File: config.mk
export PLATFORM = sky130hd
export DESIGN_NAME = i2c_capture_symbol_decoder_unit_flat
export DESIGN_NICKNAME = d
export VERILOG_FILES = /design/src/i2ccap_pkg.sv /design/src/i2ccap_in_if.sv /design/src/i2ccap_out_if.sv /design/src/i2ccap_decode.sv /design/src/i2ccap_event_queue.sv /design/src/i2c_capture_symbol_decoder_unit.sv /design/src/flat_wrapper.sv
export SDC_FILE = /design/constraint.sdc
export NUM_CORES = 1
export LEC_CHECK = 0
export BUFFER_PORTS_ARGS = -buffer_cell sky130_fd_sc_hd__buf_4
export CAP_MARGIN = 10
export CELL_PAD_IN_SITES_DETAIL_PLACEMENT = 1
export CELL_PAD_IN_SITES_GLOBAL_PLACEMENT = 1
export CORE_MARGIN = 2
export CORE_UTILIZATION = 53
export DETAILED_ROUTE_END_ITERATION = 8
export GPL_ROUTABILITY_DRIVEN = 0
export GPL_TIMING_DRIVEN = 0
export PLACE_DENSITY = 0.95
export SYNTH_ARGS = -nofsm -noshare
export SYNTH_HDL_FRONTEND = slang
export SYNTH_SLANG_ARGS = --single-unit
File: constraint.sdc
create_clock -name i_clk -period 13.85 [get_ports i_clk]
set_input_delay 3.4625 -clock i_clk [delete_from_list [all_inputs] [get_ports i_clk]]
set_output_delay 3.4625 -clock i_clk [all_outputs]
set_load 0.02 [all_outputs]
File: src/i2ccap_pkg.sv
// Shared types and codes for the I2C capture symbol decoder.
`default_nettype none
package i2ccap_pkg;

    localparam logic [1:0] KIND_STOP  = 2'd0;
    localparam logic [1:0] KIND_START = 2'd1;
    localparam logic [1:0] KIND_DATA  = 2'd2;

    localparam logic [3:0] SYM_START = 4'd1;
    localparam logic [3:0] SYM_STOP  = 4'd2;

    localparam logic [3:0] BITS_PER_SYM = 4'd3;
    localparam logic [3:0] BITS_PER_EVT = 4'd9;

    typedef struct packed {
        logic [1:0] event_kind;
        logic [7:0] value;
        logic       read_flag;
        logic       acked;
        logic       last;
    } t_event;

    typedef struct packed {
        logic       start_pending;
        logic [3:0] bit_count;
        logic [8:0] bit_accumulator;
    } t_state;

    typedef struct packed {
        logic [1:0] count;
        t_event     ev0;
        t_event     ev1;
    } t_dec_out;

endpackage
`default_nettype wire

File: src/i2ccap_in_if.sv
// Capture byte channel.
`default_nettype none
interface i2ccap_in_if;
    logic       valid;
    logic       ready;
    logic [7:0] capture_byte;

    modport source (output valid, output capture_byte, input ready);
    modport sink   (input valid, input capture_byte, output ready);
endinterface
`default_nettype wire

File: src/i2ccap_out_if.sv
// Bus event channel.
`default_nettype none
interface i2ccap_out_if;
    logic       valid;
    logic       ready;
    logic [1:0] event_kind;
    logic [7:0] value;
    logic       read_flag;
    logic       acked;
    logic       last;

    modport source (output valid, output event_kind, output value, output read_flag,
                    output acked, output last, input ready);
    modport sink   (input valid, input event_kind, input value, input read_flag,
                    input acked, input last, output ready);
endinterface
`default_nettype wire

File: src/i2ccap_decode.sv
// Two-symbol decoder with start, bit count and accumulator state.
`default_nettype none
module i2ccap_decode (
    input  wire logic                  i_clk,
    input  wire logic                  i_rst_n,
    input  wire logic                  i_advance,
    input  wire logic [7:0]            i_byte,
    output i2ccap_pkg::t_dec_out       o_dec
);
    import i2ccap_pkg::*;

    typedef struct packed {
        t_state st;
        logic   ev_v;
        t_event ev;
    } t_step;

    function automatic t_step do_sym(input logic [3:0] sym, input t_state st);
        t_step      r;
        logic [8:0] acc;
        logic [3:0] cnt;
        r      = '0;
        r.st   = st;
        acc    = {st.bit_accumulator[5:0], sym[2:0]};
        cnt    = st.bit_count + BITS_PER_SYM;
        if (sym == SYM_START) begin
            r.st.start_pending = 1'b1;
        end else if (sym == SYM_STOP) begin
            r.ev_v             = 1'b1;
            r.ev.event_kind    = KIND_STOP;
            r.st.start_pending = 1'b1;
        end else if (sym[3]) begin
            r.st.bit_accumulator = acc;
            r.st.bit_count       = cnt;
            if (cnt == BITS_PER_EVT) begin
                r.ev_v     = 1'b1;
                r.ev.acked = ~acc[0];
                if (st.start_pending) begin
                    r.ev.event_kind    = KIND_START;
                    r.ev.value         = {1'b0, acc[8:2]};
                    r.ev.read_flag     = acc[1];
                    r.st.start_pending = 1'b0;
                end else begin
                    r.ev.event_kind = KIND_DATA;
                    r.ev.value      = acc[8:1];
                end
                r.st.bit_count       = '0;
                r.st.bit_accumulator = '0;
            end
        end
        return r;
    endfunction

    t_state r_st;
    t_step  s_hi;
    t_step  s_lo;

    always_comb begin
        s_hi = do_sym(i_byte[7:4], r_st);
        s_lo = do_sym(i_byte[3:0], s_hi.st);
        o_dec       = '0;
        o_dec.count = {1'b0, s_hi.ev_v} + {1'b0, s_lo.ev_v};
        if (s_hi.ev_v) begin
            o_dec.ev0      = s_hi.ev;
            o_dec.ev1      = s_lo.ev;
            o_dec.ev0.last = ~s_lo.ev_v;
            o_dec.ev1.last = 1'b1;
        end else begin
            o_dec.ev0      = s_lo.ev;
            o_dec.ev0.last = 1'b1;
        end
    end

    always_ff @(posedge i_clk) begin
        if (!i_rst_n) begin
            r_st <= '0;
        end else if (i_advance) begin
            r_st <= s_lo.st;
        end
    end

endmodule
`default_nettype wire

File: src/i2ccap_event_queue.sv
// Four-entry event queue, up to two writes and one read per cycle.
`default_nettype none
module i2ccap_event_queue (
    input  wire logic                  i_clk,
    input  wire logic                  i_rst_n,
    input  wire logic [1:0]            i_push,
    input  wire i2ccap_pkg::t_event    i_ev0,
    input  wire i2ccap_pkg::t_event    i_ev1,
    input  wire logic                  i_pop,
    output logic                       o_room2,
    output logic                       o_valid,
    output i2ccap_pkg::t_event         o_ev
);
    import i2ccap_pkg::*;

    t_event     r_mem [4];
    logic [1:0] r_wr_ptr;
    logic [1:0] r_rd_ptr;
    logic [2:0] r_count;
    logic [2:0] n_count;
    logic       s_pop;

    assign o_valid = (r_count != 3'd0);
    assign o_ev    = r_mem[r_rd_ptr];
    assign o_room2 = (r_count <= 3'd2);
    assign s_pop   = i_pop && o_valid;
    assign n_count = r_count + {1'b0, i_push} - {2'b0, s_pop};

    always_ff @(posedge i_clk) begin
        if (i_push != 2'd0) begin
            r_mem[r_wr_ptr] <= i_ev0;
        end
        if (i_push == 2'd2) begin
            r_mem[r_wr_ptr + 2'd1] <= i_ev1;
        end
    end

    always_ff @(posedge i_clk) begin
        if (!i_rst_n) begin
            r_wr_ptr <= '0;
            r_rd_ptr <= '0;
            r_count  <= '0;
        end else begin
            r_wr_ptr <= r_wr_ptr + i_push;
            r_rd_ptr <= r_rd_ptr + {1'b0, s_pop};
            r_count  <= n_count;
        end
    end

endmodule
`default_nettype wire

File: src/i2c_capture_symbol_decoder_unit.sv
// I2C capture symbol decoder, top level.
// Path: a byte is held in the input register, decoded and pushed to the event queue.
// One byte per cycle while the queue has room for two events; one event out per cycle
//   while the receiver is ready, so the two events of a byte leave one after the other.
// Reset: synchronous active low; clears start flag, bit count, accumulator and queue.
`default_nettype none
module i2c_capture_symbol_decoder_unit (
    input  wire logic     i_clk,
    input  wire logic     i_rst_n,
    i2ccap_in_if.sink     i_cap,
    i2ccap_out_if.source  o_evt
);
    import i2ccap_pkg::*;

    logic       r_in_valid;
    logic [7:0] r_byte;
    logic       s_advance;
    logic       s_room2;
    logic [1:0] s_push;
    t_dec_out   s_dec;
    t_event     s_ev;

    assign s_advance   = r_in_valid && s_room2;
    assign i_cap.ready = !r_in_valid || s_room2;
    assign s_push      = s_advance ? s_dec.count : 2'd0;

    always_ff @(posedge i_clk) begin
        if (!i_rst_n) begin
            r_in_valid <= 1'b0;
        end else if (i_cap.ready) begin
            r_in_valid <= i_cap.valid;
        end
    end

    always_ff @(posedge i_clk) begin
        if (i_cap.ready && i_cap.valid) begin
            r_byte <= i_cap.capture_byte;
        end
    end

    i2ccap_decode u_decode (
        .i_clk     (i_clk),
        .i_rst_n   (i_rst_n),
        .i_advance (s_advance),
        .i_byte    (r_byte),
        .o_dec     (s_dec)
    );

    i2ccap_event_queue u_queue (
        .i_clk   (i_clk),
        .i_rst_n (i_rst_n),
        .i_push  (s_push),
        .i_ev0   (s_dec.ev0),
        .i_ev1   (s_dec.ev1),
        .i_pop   (o_evt.ready),
        .o_room2 (s_room2),
        .o_valid (o_evt.valid),
        .o_ev    (s_ev)
    );

    assign o_evt.event_kind = s_ev.event_kind;
    assign o_evt.value      = s_ev.value;
    assign o_evt.read_flag  = s_ev.read_flag;
    assign o_evt.acked      = s_ev.acked;
    assign o_evt.last       = s_ev.last;

endmodule
`default_nettype wire

File: src/flat_wrapper.sv
// flat-port wrapper written by rule: the top's interface ports become plain ports
module i2c_capture_symbol_decoder_unit_flat import i2ccap_pkg::*;
  (i_clk, i_rst_n, i_cap_valid, i_cap_capture_byte, i_cap_ready, o_evt_valid, o_evt_event_kind, o_evt_value, o_evt_read_flag, o_evt_acked, o_evt_last, o_evt_ready);
  i2ccap_in_if i_cap_i ();
  i2ccap_out_if o_evt_i ();
  input  wire logic i_clk;
  input  wire logic i_rst_n;
  input wire logic [$bits(i_cap_i.valid)-1:0] i_cap_valid;
  input wire logic [$bits(i_cap_i.capture_byte)-1:0] i_cap_capture_byte;
  output wire logic [$bits(i_cap_i.ready)-1:0] i_cap_ready;
  output wire logic [$bits(o_evt_i.valid)-1:0] o_evt_valid;
  output wire logic [$bits(o_evt_i.event_kind)-1:0] o_evt_event_kind;
  output wire logic [$bits(o_evt_i.value)-1:0] o_evt_value;
  output wire logic [$bits(o_evt_i.read_flag)-1:0] o_evt_read_flag;
  output wire logic [$bits(o_evt_i.acked)-1:0] o_evt_acked;
  output wire logic [$bits(o_evt_i.last)-1:0] o_evt_last;
  input wire logic [$bits(o_evt_i.ready)-1:0] o_evt_ready;
  assign i_cap_i.valid = i_cap_valid;
  assign i_cap_i.capture_byte = i_cap_capture_byte;
  assign i_cap_ready = i_cap_i.ready;
  assign o_evt_valid = o_evt_i.valid;
  assign o_evt_event_kind = o_evt_i.event_kind;
  assign o_evt_value = o_evt_i.value;
  assign o_evt_read_flag = o_evt_i.read_flag;
  assign o_evt_acked = o_evt_i.acked;
  assign o_evt_last = o_evt_i.last;
  assign o_evt_i.ready = o_evt_ready;
  i2c_capture_symbol_decoder_unit u_core (.i_clk(i_clk), .i_rst_n(i_rst_n), .i_cap(i_cap_i), .o_evt(o_evt_i));
endmodule
==> flow_summary.toml <==
[die]
dieArea_um2 = 9230
die_h_um = 96.1
initial_utilization = 0.547
rows = 33
die_width_um = 96.1
fp.coreArea_um2 = 8220
ioPinCount = 27

[worst_setup_path]
reg2reg_from = "u_core.u_decode.r_st[9]"
r2r_setup_slack_ns = 8.25
start_kind = "flop"
cpLargestDelayFamily = "simple AND/OR/NAND/NOR gates"
arrival_time_at_the_worst_endpoint_ns = 5.66
cp_num_buf_inv = 2
timing.setup.critical_path_class = "reg -> reg"
critPathLaunch = "u_core.u_decode.r_st[9]"
path_cells = "inv_1, ha_1, nor2b_1, a32oi_1, nand2b_1, a21oi_1, ha_1, xnor2_1, xnor2_1, o2111ai_2, or2_1, buf_2, o21ai_0, ha_1, nor2b_1, nor2b_1, nand2_1, nor2_1, xnor2_1, o22ai_1"
worst_setup_path_end_kind = "flop"
max_stage_delay_ns = 0.49
worst_r2r_endpoint = "u_core.u_queue.r_mem[1][2]"
timing.critical_path.fanout_max = 10
crit_slowest_cell = "sky130_fd_sc_hd__xnor2_1"
required_ns = 13.91
r2r_cells = 20

[clock_tree]
clock_path_buffers = 2
cts_htree_levels = 3
clk_latency_ns = 0.38
cts-buffers-inserted = 9
cts.sinks = 79
tritoncts = "done"
post_cts_repair_resize_count = 0
root_buffer = "sky130_fd_sc_hd__clkbuf_8"
hold_buffer_count_at_cts = 0
setup_bufs_post_cts = 0
clkSlewWorstSetupHoldPaths_ns = 0.08

[routing]
detailroute.via_count = 3684
first_pass_iters = 5
postRouteWirelength_mm = 13.0
detail_route.vias_per_cell = 6.57
post-route-drc-count = 0
drt-wirelength-per-cell_um = 23.1
postRouteAntennaNets = 0
detailedRoute.firstIterationViolations = 266

[finish]
fillerInstances = 891
drive_gt1_frac = 0.184
fin_area_um2 = 5030
syn2layout_area_growth_pct = 11.9
num_antenna_cells = 0
finalNetCount = 474
multi_input_gate_area_um2 = 2140
area.sequential_um2 = 2180
utilization = 0.612

[logic_synthesis]
yosys.area.top_type = "sky130_fd_sc_hd__edfxtp_1"
asyncSetResetFlopFracSynth = 0
post_synth_most_frequent_cells = "sky130_fd_sc_hd__edfxtp_1, sky130_fd_sc_hd__nand2_1, sky130_fd_sc_hd__o22ai_1, sky130_fd_sc_hd__nor2_1, sky130_fd_sc_hd__dfxtp_1"
synthesis.area_um2 = 4490
synthDominantCellAreaShare = 0.401
post_synth.cell_area_avg_um2 = 10.9
mappedNetlistNets = 435
synth-seq-area-share = 0.486
synth.area.top_cells = "sky130_fd_sc_hd__edfxtp_1, sky130_fd_sc_hd__dfxtp_1, sky130_fd_sc_hd__mux4_2"
yosysMostFrequentCell = "sky130_fd_sc_hd__edfxtp_1"
yosys_register_bits = 79
yosysUniqueCellTypes = 55
post_synth_inst_count = 412
synthFlopType = "sky130_fd_sc_hd__edfxtp_1"
ys_warn_count = 0
edff_count_synth = 60

[worst_hold_path]
hold_path_end = "u_core.r_in_valid"
worstHoldPathCells = 2
hold_class = "reg -> reg"
holdCritStartpoint = "u_core.r_in_valid"

[sta]
skew_ns = 0.0121
setup_viol = 0
setup_repair_after_global_routing_missed_its_margin = "false"
timing.final.crit_share = 0.404
drv_slew = 0
fmaxAchievable_mhz = 179
period_needed_ns = 5.60
final_hold_viol_count = 0
slew_headroom = 0.348
fin_tns_setup_ns = 0
timing_worst_slew_pin_value_ns = 0.970

[global_route]
grt_start_max_net_pins = 16
grt_pass1_wl_mm = 20.2
globalRoute.totalOverflow = 0
antenna_found_initial = 0
grt.total_usage = 0.301
first_global_vias = 3946

[power_and_ir_drop]
cellPowerDensity_nw_per_um2 = 130
peakVddDrop_v = 0.0000949
leak_pwr_nw = 1.84

[place]
portBuffers = 26
dpl_cell_area_um2 = 4840
detailedPlacementHpwl_mm = 9.35

[run]
max_cap_viol_count = 0

[run_status]
run_status = "finished, final reports clean"
-- routing by layer --
layer  GRT usage  wire length (um)  vias to the layer above
met4       0.194               675                        0
li1            -                 -                     1633
met2       0.527              6650                      217
met5           0                 0                        -
met3      0.0470               934                       62
met1       0.340              4700                     1772
-- logic make-up (layout without fill, tap and decap cells) --
group / after synthesis / in the layout / share of synthesized area
compound gates: 101 / 101 / 0.154
xor+xnor: 17 / 17 / 0.0331
fa+ha+maj: 11 / 11 / 0.0323
buf+inv: 43 / 87 / 0.0401
flops: 79 / 79 / 0.486
mux: 32 / 32 / 0.112
simple gates: 129 / 129 / 0.143
-- final cells by class --
type                       count  share of cell area
clock inverter                 7              0.0107
tap                          105              0.0261
timing repair buffer          28              0.0426
multi-input combinational    290               0.426
sequential                    79               0.434
clock buffer                   9              0.0246
buffer                        27              0.0234
inverter                      16              0.0124
-- worst max-delay path by stage --
| stage | depth (start not counted) | slack (ns) | to |
|---|---|---|---|
| after global placement | 17 | 8.11 | u_core.u_queue.r_mem[1][6] |
| after global routing | 20 | 7.89 | u_core.u_queue.r_mem[3][6] |
| after floorplan | 9 | 8.90 | u_core.u_queue.r_count[2] |
| final | 20 | 8.25 | u_core.u_queue.r_mem[1][2] |
| after detailed placement | 19 | 8.25 | u_core.u_queue.r_mem[2][6] |
| after CTS | 19 | 8.25 | u_core.u_queue.r_mem[2][7] |
-- sequential cells by signal (all words and copies together) (netlist names) --
register                 count
u_core.u_queue.r_count       3
u_core.r_byte                8
u_core.u_queue.r_wr_ptr      2
u_core.u_decode.r_st        11
u_core.u_queue.r_mem        52
u_core.r_in_valid            1
u_core.u_queue.r_rd_ptr      2
-- cell usage in the layout, fill, tap and decap left out, types with 6 or more instances in the layout --
cell type,instances
sky130_fd_sc_hd__dfxtp_1,19
sky130_fd_sc_hd__xnor2_1,12
sky130_fd_sc_hd__mux2i_1,12
sky130_fd_sc_hd__buf_2,7
sky130_fd_sc_hd__ha_1,10
sky130_fd_sc_hd__nand2b_1,8
sky130_fd_sc_hd__o211ai_1,6
sky130_fd_sc_hd__o22ai_1,31
sky130_fd_sc_hd__clkbuf_1,18
sky130_fd_sc_hd__mux2_2,6
sky130_fd_sc_hd__nor3_1,10
sky130_fd_sc_hd__a32o_1,6
sky130_fd_sc_hd__mux4_2,14
sky130_fd_sc_hd__o21ai_0,16
sky130_fd_sc_hd__nor2_1,27
sky130_fd_sc_hd__edfxtp_1,60
sky130_fd_sc_hd__a21oi_1,15
sky130_fd_sc_hd__inv_1,14
sky130_fd_sc_hd__nor2b_1,9
sky130_fd_sc_hd__and2_1,16
sky130_fd_sc_hd__buf_4,29
sky130_fd_sc_hd__clkbuf_8,9
sky130_fd_sc_hd__nand2_1,37
-- tightest hold or removal path: stages, from the launching register on --
cell,delay (ns)
sky130_fd_sc_hd__dfxtp_1,0.33
sky130_fd_sc_hd__nand2b_1,0.11
sky130_fd_sc_hd__a21boi_0,0.08
-- power breakdown --
group          switching [mW]  internal [mW]  leakage, nW
logic                   0.114         0.0930         1.01
registers              0.0179          0.267        0.747
clock network          0.0965         0.0666       0.0843
total                   0.228          0.427         1.84
-- stage by stage --
| step | setup slack [ns] | cells | hold WS [ns] | power (mW) |
|---|---|---|---|---|
| 2_1_floorplan | 8.90 | 412 | 0.557 | 0.433 |
| 3_3_place_gp | 8.11 | 543 | 0.540 | 0.482 |
| 3_5_place_dp | 8.25 | 545 | 0.556 | 0.495 |
| 4_1_cts | 8.25 | 561 | 0.573 | 0.654 |
| 5_1_grt | 7.89 | 561 | 0.628 | 0.684 |
| 6_report | 8.25 | 561 | 0.565 | 0.655 |
(Power assumes the default switching activity.)
